File: config.mk
export PLATFORM = sky130hd
export DESIGN_NAME = sliding_window_event_counter
export DESIGN_NICKNAME = d
export VERILOG_FILES = /design/src/hdl/swec_pkg.sv /design/src/hdl/sliding_window_event_counter.sv /design/src/hdl/swec_ram.sv /design/src/hdl/swec_ctrl.sv /design/src/hdl/swec_dp.sv
export SDC_FILE = /design/constraint.sdc
export NUM_CORES = 2
export LEC_CHECK = 0
export BUFFER_PORTS_ARGS = -buffer_cell sky130_fd_sc_hd__buf_2
export CAP_MARGIN = 10
export CORE_MARGIN = 1.5
export CORE_UTILIZATION = 32
export CTS_CLUSTER_SIZE = 40
export DETAILED_ROUTE_END_ITERATION = 12
export HOLD_SLACK_MARGIN = 0.12
export PLACE_DENSITY = 0.5
export SYNTH_ARGS = -nofsm -noshare
export SYNTH_HDL_FRONTEND = slang
export SYNTH_SLANG_ARGS = --single-unit
File: constraint.sdc
create_clock -name i_clk -period 13.92 [get_ports i_clk]
set_clock_uncertainty 0.1 [all_clocks]
set_input_delay 1.392 -clock i_clk [delete_from_list [all_inputs] [get_ports i_clk]]
set_output_delay 1.392 -clock i_clk [all_outputs]
set_load 0.05 [all_outputs]
File: src/hdl/swec_pkg.sv
// ----------------------------------------------------------------------------
// Sliding window event counter package
// Shared constants, operation codes, controller states and control structs.
// ----------------------------------------------------------------------------
package swec_pkg;

    localparam int DEF_STORE_DEPTH = 64;
    localparam int DEF_TIME_WIDTH  = 48;
    localparam int WINDOW_WIDTH    = 32;
    localparam int TOTAL_WIDTH     = 32;

    localparam logic [WINDOW_WIDTH-1:0] WINDOW_RESET = 32'd5000;

    localparam logic OP_RECORD = 1'b0;
    localparam logic OP_QUERY  = 1'b1;

    typedef enum logic {
        ST_IDLE,
        ST_CHECK
    } t_ctrl_state;

    // Commands from the controller to the datapath.
    typedef struct packed {
        logic load;     // capture the accepted word
        logic evict;    // drop the oldest stored stamp
        logic finish;   // apply the operation and load the result register
    } t_dp_cmd;

    // Status from the datapath to the controller.
    typedef struct packed {
        logic empty;    // no stamps stored
        logic early;    // time is below the window, nothing can be outdated
        logic outdated; // the oldest stored stamp lies at or below the limit
        logic out_free; // the result register can take a new word
    } t_dp_status;

endpackage

File: src/hdl/sliding_window_event_counter.sv
// ----------------------------------------------------------------------------
// Sliding window event counter
// Counts recorded events in total and within a sliding time window.
// ----------------------------------------------------------------------------
// Each input word is either a record (operation 0) or a query (operation 1)
// at time i_now_time, and every word yields exactly one result word. The
// block keeps the stamps of recorded events in a ring of STORE_DEPTH entries.
// Before either operation, the oldest stamps that lie at or below
// now_time - window_ticks are popped one by one; popping stops at the first
// stamp that is still inside the window. A record then adds one to the
// 32-bit total, which wraps, and pushes now_time; if the ring is full, the
// oldest stamp is dropped and o_dropped_flag is raised. The result carries
// the total, the number of stamps left in the ring and the dropped flag,
// which is always 0 for a query. The window register (reset 5000 ticks,
// zero acts as one) is written on the configuration channel, which is
// always ready and must only be used while no word is in flight.
// Timing: one word at a time. A word is loaded, then stays in the check
// state while it pops stamps, because the ring is a single RAM whose
// registered read port examines one oldest stamp per cycle. Each stamp is
// popped at most once after its push. A new word is taken while the previous
// result still waits at the output. The ring needs no clearing after reset:
// only stored entries are read.
// ----------------------------------------------------------------------------
module sliding_window_event_counter #(
    parameter int STORE_DEPTH = swec_pkg::DEF_STORE_DEPTH,
    parameter int TIME_WIDTH  = swec_pkg::DEF_TIME_WIDTH,
    parameter int CW          = $clog2(STORE_DEPTH + 1)
) (
    input  logic                               i_clk,
    input  logic                               i_rst_n,
    // Input word channel.
    input  logic                               i_in_valid,
    output logic                               o_in_ready,
    input  logic                               i_operation,
    input  logic [TIME_WIDTH-1:0]              i_now_time,
    // Configuration channel: window length in ticks.
    input  logic                               i_cfg_valid,
    output logic                               o_cfg_ready,
    input  logic [swec_pkg::WINDOW_WIDTH-1:0]  i_window_ticks,
    // Result word channel.
    output logic                               o_out_valid,
    input  logic                               i_out_ready,
    output logic [swec_pkg::TOTAL_WIDTH-1:0]   o_total_events,
    output logic [CW-1:0]                      o_window_events,
    output logic                               o_dropped_flag
);

    import swec_pkg::*;

    t_dp_cmd    dp_cmd;
    t_dp_status dp_status;

    // The window register can be written in any cycle.
    assign o_cfg_ready = 1'b1;

    swec_ctrl u_ctrl (
        .i_clk      (i_clk),
        .i_rst_n    (i_rst_n),
        .i_in_valid (i_in_valid),
        .o_in_ready (o_in_ready),
        .i_status   (dp_status),
        .o_cmd      (dp_cmd)
    );

    swec_dp #(
        .STORE_DEPTH (STORE_DEPTH),
        .TIME_WIDTH  (TIME_WIDTH),
        .CW          (CW)
    ) u_dp (
        .i_clk           (i_clk),
        .i_rst_n         (i_rst_n),
        .i_cmd           (dp_cmd),
        .o_status        (dp_status),
        .i_operation     (i_operation),
        .i_now_time      (i_now_time),
        .i_cfg_valid     (i_cfg_valid),
        .i_window_ticks  (i_window_ticks),
        .i_out_ready     (i_out_ready),
        .o_out_valid     (o_out_valid),
        .o_total_events  (o_total_events),
        .o_window_events (o_window_events),
        .o_dropped_flag  (o_dropped_flag)
    );

endmodule

File: src/hdl/swec_ram.sv
// ----------------------------------------------------------------------------
// Generic RAM
// One write port, one read port with registered read data.
// ----------------------------------------------------------------------------
module swec_ram #(
    parameter int WIDTH = 8,
    parameter int DEPTH = 16,
    parameter int AW    = (DEPTH > 1) ? $clog2(DEPTH) : 1
) (
    input  logic             i_clk,
    input  logic             i_we,
    input  logic [AW-1:0]    i_waddr,
    input  logic [WIDTH-1:0] i_wdata,
    input  logic [AW-1:0]    i_raddr,
    output logic [WIDTH-1:0] o_rdata
);

    logic [WIDTH-1:0] r_mem [DEPTH];
    logic [WIDTH-1:0] r_rdata;

    always_ff @(posedge i_clk) begin
        if (i_we) begin
            r_mem[i_waddr] <= i_wdata;
        end
        r_rdata <= r_mem[i_raddr];
    end

    assign o_rdata = r_rdata;

endmodule

File: src/hdl/swec_ctrl.sv
// ----------------------------------------------------------------------------
// Sliding window event counter controller
// Accepts a word, steps the eviction loop and finishes the operation.
// ----------------------------------------------------------------------------
module swec_ctrl (
    input  logic                  i_clk,
    input  logic                  i_rst_n,
    input  logic                  i_in_valid,
    output logic                  o_in_ready,
    input  swec_pkg::t_dp_status  i_status,
    output swec_pkg::t_dp_cmd     o_cmd
);

    import swec_pkg::*;

    t_ctrl_state r_state;
    t_ctrl_state n_state;

    always_ff @(posedge i_clk) begin
        if (!i_rst_n) begin
            r_state <= ST_IDLE;
        end else begin
            r_state <= n_state;
        end
    end

    always_comb begin
        n_state      = r_state;
        o_in_ready   = 1'b0;
        o_cmd        = '0;
        unique case (r_state)
            ST_IDLE: begin
                o_in_ready = 1'b1;
                if (i_in_valid) begin
                    o_cmd.load = 1'b1;
                    n_state    = ST_CHECK;
                end
            end
            ST_CHECK: begin
                // Pop one outdated stamp per cycle, then finish once the
                // result register has room.
                if (!i_status.early && !i_status.empty && i_status.outdated) begin
                    o_cmd.evict = 1'b1;
                end else if (i_status.out_free) begin
                    o_cmd.finish = 1'b1;
                    n_state      = ST_IDLE;
                end
            end
            default: begin
                n_state = ST_IDLE;
            end
        endcase
    end

endmodule

File: src/hdl/swec_dp.sv
// ----------------------------------------------------------------------------
// Sliding window event counter datapath
// Stamp store, ring pointers, window limit, event total and result register.
// ----------------------------------------------------------------------------
module swec_dp #(
    parameter int STORE_DEPTH = swec_pkg::DEF_STORE_DEPTH,
    parameter int TIME_WIDTH  = swec_pkg::DEF_TIME_WIDTH,
    parameter int CW          = $clog2(STORE_DEPTH + 1)
) (
    input  logic                               i_clk,
    input  logic                               i_rst_n,
    input  swec_pkg::t_dp_cmd                  i_cmd,
    output swec_pkg::t_dp_status               o_status,
    input  logic                               i_operation,
    input  logic [TIME_WIDTH-1:0]              i_now_time,
    input  logic                               i_cfg_valid,
    input  logic [swec_pkg::WINDOW_WIDTH-1:0]  i_window_ticks,
    input  logic                               i_out_ready,
    output logic                               o_out_valid,
    output logic [swec_pkg::TOTAL_WIDTH-1:0]   o_total_events,
    output logic [CW-1:0]                      o_window_events,
    output logic                               o_dropped_flag
);

    import swec_pkg::*;

    localparam int AW = (STORE_DEPTH > 1) ? $clog2(STORE_DEPTH) : 1;
    localparam int LW = (TIME_WIDTH > WINDOW_WIDTH) ? TIME_WIDTH : WINDOW_WIDTH;
    localparam logic [AW-1:0] LAST_SLOT = AW'(STORE_DEPTH - 1);
    localparam logic [CW-1:0] FULL_OCC  = CW'(STORE_DEPTH);

    function automatic logic [AW-1:0] next_slot(input logic [AW-1:0] slot);
        return (slot == LAST_SLOT) ? '0 : slot + AW'(1);
    endfunction

    logic [WINDOW_WIDTH-1:0] r_window;
    logic [AW-1:0]           r_head;
    logic [AW-1:0]           r_tail;
    logic [CW-1:0]           r_occ;
    logic [TOTAL_WIDTH-1:0]  r_total;
    logic                    r_out_valid;
    logic                    r_op;
    logic [TIME_WIDTH-1:0]   r_now;
    logic [LW-1:0]           r_limit;
    logic                    r_early;
    logic [TOTAL_WIDTH-1:0]  r_out_total;
    logic [CW-1:0]           r_out_count;
    logic                    r_out_dropped;

    logic [AW-1:0]           n_head;
    logic [AW-1:0]           n_tail;
    logic [CW-1:0]           n_occ;
    logic [TOTAL_WIDTH-1:0]  n_total;
    logic                    n_dropped;

    logic [WINDOW_WIDTH-1:0] win_eff;
    logic [LW-1:0]           now_ext;
    logic [LW-1:0]           win_ext;
    logic [AW-1:0]           head_inc;
    logic                    full;
    logic                    is_record;
    logic [AW-1:0]           ram_raddr;
    logic [TIME_WIDTH-1:0]   ram_rdata;

    // A zero window behaves as a window of one tick.
    assign win_eff   = (r_window == '0) ? WINDOW_WIDTH'(1) : r_window;
    assign now_ext   = LW'(i_now_time);
    assign win_ext   = LW'(win_eff);
    assign head_inc  = next_slot(r_head);
    assign full      = (r_occ == FULL_OCC);
    assign is_record = (r_op == OP_RECORD);

    // Look ahead to the next oldest stamp while popping.
    assign ram_raddr = i_cmd.evict ? head_inc : r_head;

    swec_ram #(
        .WIDTH (TIME_WIDTH),
        .DEPTH (STORE_DEPTH),
        .AW    (AW)
    ) u_store (
        .i_clk   (i_clk),
        .i_we    (i_cmd.finish && is_record),
        .i_waddr (r_tail),
        .i_wdata (r_now),
        .i_raddr (ram_raddr),
        .o_rdata (ram_rdata)
    );

    assign o_status.empty    = (r_occ == '0);
    assign o_status.early    = r_early;
    assign o_status.outdated = (LW'(ram_rdata) <= r_limit);
    assign o_status.out_free = !r_out_valid || i_out_ready;

    always_comb begin
        n_head    = r_head;
        n_tail    = r_tail;
        n_occ     = r_occ;
        n_total   = r_total;
        n_dropped = 1'b0;
        if (i_cmd.evict) begin
            n_head = head_inc;
            n_occ  = r_occ - CW'(1);
        end else if (i_cmd.finish && is_record) begin
            n_total = r_total + TOTAL_WIDTH'(1);
            n_tail  = next_slot(r_tail);
            if (full) begin
                n_head    = head_inc;
                n_dropped = 1'b1;
            end else begin
                n_occ = r_occ + CW'(1);
            end
        end
    end

    always_ff @(posedge i_clk) begin
        if (!i_rst_n) begin
            r_window    <= WINDOW_RESET;
            r_head      <= '0;
            r_tail      <= '0;
            r_occ       <= '0;
            r_total     <= '0;
            r_out_valid <= 1'b0;
        end else begin
            if (i_cfg_valid) begin
                r_window <= i_window_ticks;
            end
            r_head  <= n_head;
            r_tail  <= n_tail;
            r_occ   <= n_occ;
            r_total <= n_total;
            if (i_cmd.finish) begin
                r_out_valid <= 1'b1;
            end else if (i_out_ready) begin
                r_out_valid <= 1'b0;
            end
        end
    end

    always_ff @(posedge i_clk) begin
        if (i_cmd.load) begin
            r_op    <= i_operation;
            r_now   <= i_now_time;
            r_early <= (now_ext < win_ext);
            r_limit <= now_ext - win_ext;
        end
        if (i_cmd.finish) begin
            r_out_total   <= n_total;
            r_out_count   <= n_occ;
            r_out_dropped <= n_dropped;
        end
    end

    assign o_out_valid     = r_out_valid;
    assign o_total_events  = r_out_total;
    assign o_window_events = r_out_count;
    assign o_dropped_flag  = r_out_dropped;

endmodule

==> results.sh <==
export IMPL_io_buffers=127
export IMPL_drtIter0Drc=11406
export IMPL_nFillCells=40843
export IMPL_register_area_um2=99100
export IMPL_hp_class="reg -> reg"
export IMPL_post_cts_resized=0
export IMPL_vias=92765
export IMPL_area_growth_pct=14.1
export IMPL_endpoint_kind="register"
export IMPL_fmax_mhz=118
export IMPL_synth_edf_count=3210
export IMPL_netlist_area_um2=139000
export IMPL_cts_tree="built"
export IMPL_max_slew_worst_pin_slew_ps=1570
export IMPL_critical_path_class="reg -> reg"
export IMPL_coreArea_um2=431000
export IMPL_grt_pass1_vias=88371
export IMPL_worstSetupStartpointType="register"
export IMPL_cp_max_fo=64
export IMPL_p_leak_nw=53.3
export IMPL_synth_fa_ha_area_frac=0.00790
export IMPL_synth_area_mux_share=0.0141
export IMPL_grt_usage=0.214
export IMPL_start_util=0.322
export IMPL_die_h_um=661
export IMPL_gp_congestion=0.853
export IMPL_drt_wirelength_per_cell_um=29.3
export IMPL_synth_avg_cell_area_um2=13.3
export IMPL_numCtsBuffers=358
export IMPL_cap_violations=0
export IMPL_synth_simple_area_share=0.132
export IMPL_synth_top_family_by_area="simple AND/OR/NAND/NOR gates"
export IMPL_synthArstFlopShare=0
export IMPL_h_tree_depth=5
export IMPL_ctsRootBufferMaster="clkbuf_16"
export IMPL_cts_sinks=3343
export IMPL_maxSlewHeadroom=-0.0443
export IMPL_die_area_um2=437000
export IMPL_post_route_drc_count=0
export IMPL_synth_seq_cells=3343
export IMPL_grt_antenna_before_repair=33
export IMPL_grt_pass1_wl_um=676000
export IMPL_vias_per_cell=5.62
export IMPL_cts_hold_buffers=0
export IMPL_die_w_um=661
export IMPL_ir_drop_v=0.0000951
export IMPL_firstDrtPassIters=6
export IMPL_grt_setup_unrepaired="false"
export IMPL_ys_seq_area_frac=0.714
export IMPL_cp_arrival_ps=9110
export IMPL_post_route_util=0.367
export IMPL_synth_top_flop_cell="edfxtp_1"
export IMPL_antenna_left=0
export IMPL_setup_tns_ps=0
export IMPL_power_density_nw_per_um2=139
export IMPL_final_setup_viol_count=0
export IMPL_synth_cell_types=96
export IMPL_hpwl_um=260000
export IMPL_maxSlewViolCount=1
export IMPL_clkLatencyLatePin_ps=970
export IMPL_syn_nets=10622
export IMPL_num_rows=241
export IMPL_post_route_period_util=0.611
export IMPL_violations="max-slew violations"
export IMPL_grt_max_degree=185
export IMPL_status="finished, violations left"
export IMPL_postCtsSetupRepairBufs=0
export IMPL_num_nets_final=10644
export IMPL_drive_above_1_share=0.107
export IMPL_ios=129
export IMPL_cts_buffer_depth=4
export IMPL_worstPathRequired_ps=14520
export IMPL_multiInputGateArea_um2=36800
export IMPL_grt_ovfl_total=0
export IMPL_ys_warn_count=0
export IMPL_synth_compound_area_share=0.100
export IMPL_cts_clk_slew_worst_paths_ps=60
export IMPL_syn_inst=10449
export IMPL_hold_viol_final=0
export IMPL_synth_xor_area_frac=0.00516
export IMPL_drt_wl_total_um=483000
export IMPL_period_minus_slack_ps=8510
==> layer usage <==
layer,share of wire,vias to the layer above,GRT usage
met5,0.000062,-,0
met4,0.035,4,0.0704
met3,0.082,816,0.0344
met2,0.47,4306,0.348
met1,0.41,47886,0.292
li1,-,39753,-
==> logic make-up after synthesis <==
group / count (synthesis)
AND/OR/NAND/NOR: 3894
multiplexers: 176
other: 1
XOR/XNOR: 80
flip-flops: 3343
adder cells (fa/ha/maj): 87
buffers and inverters: 873
AO/OA/AOI/OAI: 1995
==> registers in the layout (all words and copies together) (netlist names) <==
signal                count
u_ctrl.r_state            1
u_dp.o_dropped_flag       1
u_dp.o_out_valid          1
u_dp.o_total_events      32
u_dp.o_window_events      7
u_dp.r_early              1
u_dp.r_head               6
u_dp.r_limit             48
u_dp.r_now               48
u_dp.r_occ                7
u_dp.r_op                 1
u_dp.r_tail               6
u_dp.r_total             32
u_dp.r_window            32
u_dp.u_store.o_rdata     48
u_dp.u_store.r_mem     3072
==> Yosys cell counts (12+ instances only) <==
| cell | count | area share |
|---|---|---|
| a221oi_1 | 71 | 0.0045 |
| a2111oi_2 | 13 | 0.0014 |
| mux2i_1 | 151 | 0.011 |
| buf_1 | 59 | 0.0016 |
| a2111oi_0 | 24 | 0.0015 |
| nand3b_1 | 25 | 0.0014 |
| a311oi_1 | 116 | 0.0073 |
| mux4_2 | 14 | 0.0023 |
| a211oi_1 | 442 | 0.024 |
| and2_1 | 43 | 0.0019 |
| inv_1 | 106 | 0.0029 |
| nand2b_1 | 273 | 0.012 |
| nand4b_1 | 24 | 0.0015 |
| a22oi_1 | 77 | 0.0042 |
| o22a_1 | 42 | 0.0027 |
| buf_4 | 19 | 0.0010 |
| and3_1 | 461 | 0.021 |
| nor2_1 | 190 | 0.0051 |
| buf_2 | 218 | 0.0079 |
| nand4_1 | 37 | 0.0017 |
| nor4_1 | 47 | 0.0021 |
| ha_1 | 86 | 0.0078 |
| xnor2_1 | 53 | 0.0033 |
| o21ai_0 | 213 | 0.0077 |
| dfxtp_1 | 133 | 0.019 |
| or3_1 | 12 | 0.00054 |
| nor4_2 | 16 | 0.0014 |
| edfxtp_1 | 3210 | 0.70 |
| o22ai_1 | 61 | 0.0028 |
| a22o_1 | 67 | 0.0042 |
| o21a_1 | 19 | 0.0010 |
| a21o_1 | 54 | 0.0029 |
| nor2b_1 | 40 | 0.0018 |
| o211ai_1 | 14 | 0.00076 |
| xor2_1 | 25 | 0.0016 |
| a31oi_1 | 417 | 0.019 |
| nor3_1 | 19 | 0.00069 |
| nand2_1 | 2029 | 0.055 |
| o221ai_1 | 15 | 0.00095 |
| a21oi_1 | 261 | 0.0094 |
| nand3_1 | 647 | 0.023 |
| clkbuf_1 | 467 | 0.013 |
==> cell type report <==
cell class | instances | area share
clock buffers | 466 | 0.0615
repair buffers | 429 | 0.0199
inverters | 106 | 0.00251
clock inverters | 188 | 0.0118
multi-input cells | 6233 | 0.233
diodes | 31 | 0.000490
well taps | 5710 | 0.0452
flip-flops and latches | 3343 | 0.626
==> power breakdown <==
part | total (mW) | internal [mW] | leakage (nW) | switching, mW
Sequential | 11.2 | 11.1 | 30.0 | 0.0403
Combinational | 1.31 | 0.325 | 17.6 | 0.985
Clock | 9.56 | 5.53 | 5.68 | 4.04
==> cell usage in the layout (no fill, tap or decap), drive strengths merged, types with 54 or more instances in the layout <==
cell type / count
ha: 86
a221oi: 82
clkbuf: 466
a21oi: 261
o22ai: 61
nor2: 195
edfxtp: 3210
o21ai: 217
and3: 461
a21o: 54
a31oi: 419
a22o: 67
mux2i: 151
nand2b: 273
nor4: 65
clkinv: 132
nand2: 2030
dfxtp: 133
nand3: 650
a22oi: 78
a311oi: 116
xnor2: 54
inv: 121
buf: 429
a211oi: 442
==> path summary, 6_finish.rpt <==
| path | cells past startpoint | endpoint | slack, ps | start |
|---|---|---|---|---|
| hold / removal | 2 | u_dp.r_window[3] | 420 | u_dp.r_window[3] |
| setup reg to reg | 19 | u_dp.u_store.o_rdata[0] | 5410 | u_dp.u_store.o_rdata[19] |
| setup / recovery | 19 | u_dp.u_store.o_rdata[0] | 5410 | u_dp.u_store.o_rdata[19] |
| hold reg to reg | 2 | u_dp.r_window[3] | 420 | u_dp.r_window[3] |
==> critical path, cell delays in order, from the launching register on <==
cell and delay [ps]:
dfxtp_1 750, ha_1 300, nand4_1 150, nor4_1 520, nand4_1 170, a21boi_1 220, a31o_4 250, buf_4 250
o21ai_4 230, buf_4 500, buf_4 740, buf_4 680, buf_4 560, buf_4 640, and3_1 260, a211oi_1 50
a31oi_1 220, o21ai_0 120, nand3b_1 220, a221oi_1 1170
==> through the flow <==
step / std cells / power (mW) / hold slack, ps / setup slack, ps / area [µm²]
after floorplan: 10449 / 12.2 / 373 / 5460 / 139000
after global placement: 15814 / 12.7 / 404 / 5540 / 146000
after detailed placement: 15818 / 12.7 / 414 / 5570 / 147000
after CTS: 16472 / 22.2 / 428 / 5550 / 158000
after global routing: 16495 / 22.6 / 455 / 5250 / 158000
final: 16506 / 22.1 / 419 / 5410 / 158000
Power figures use the tool's default switching activity.
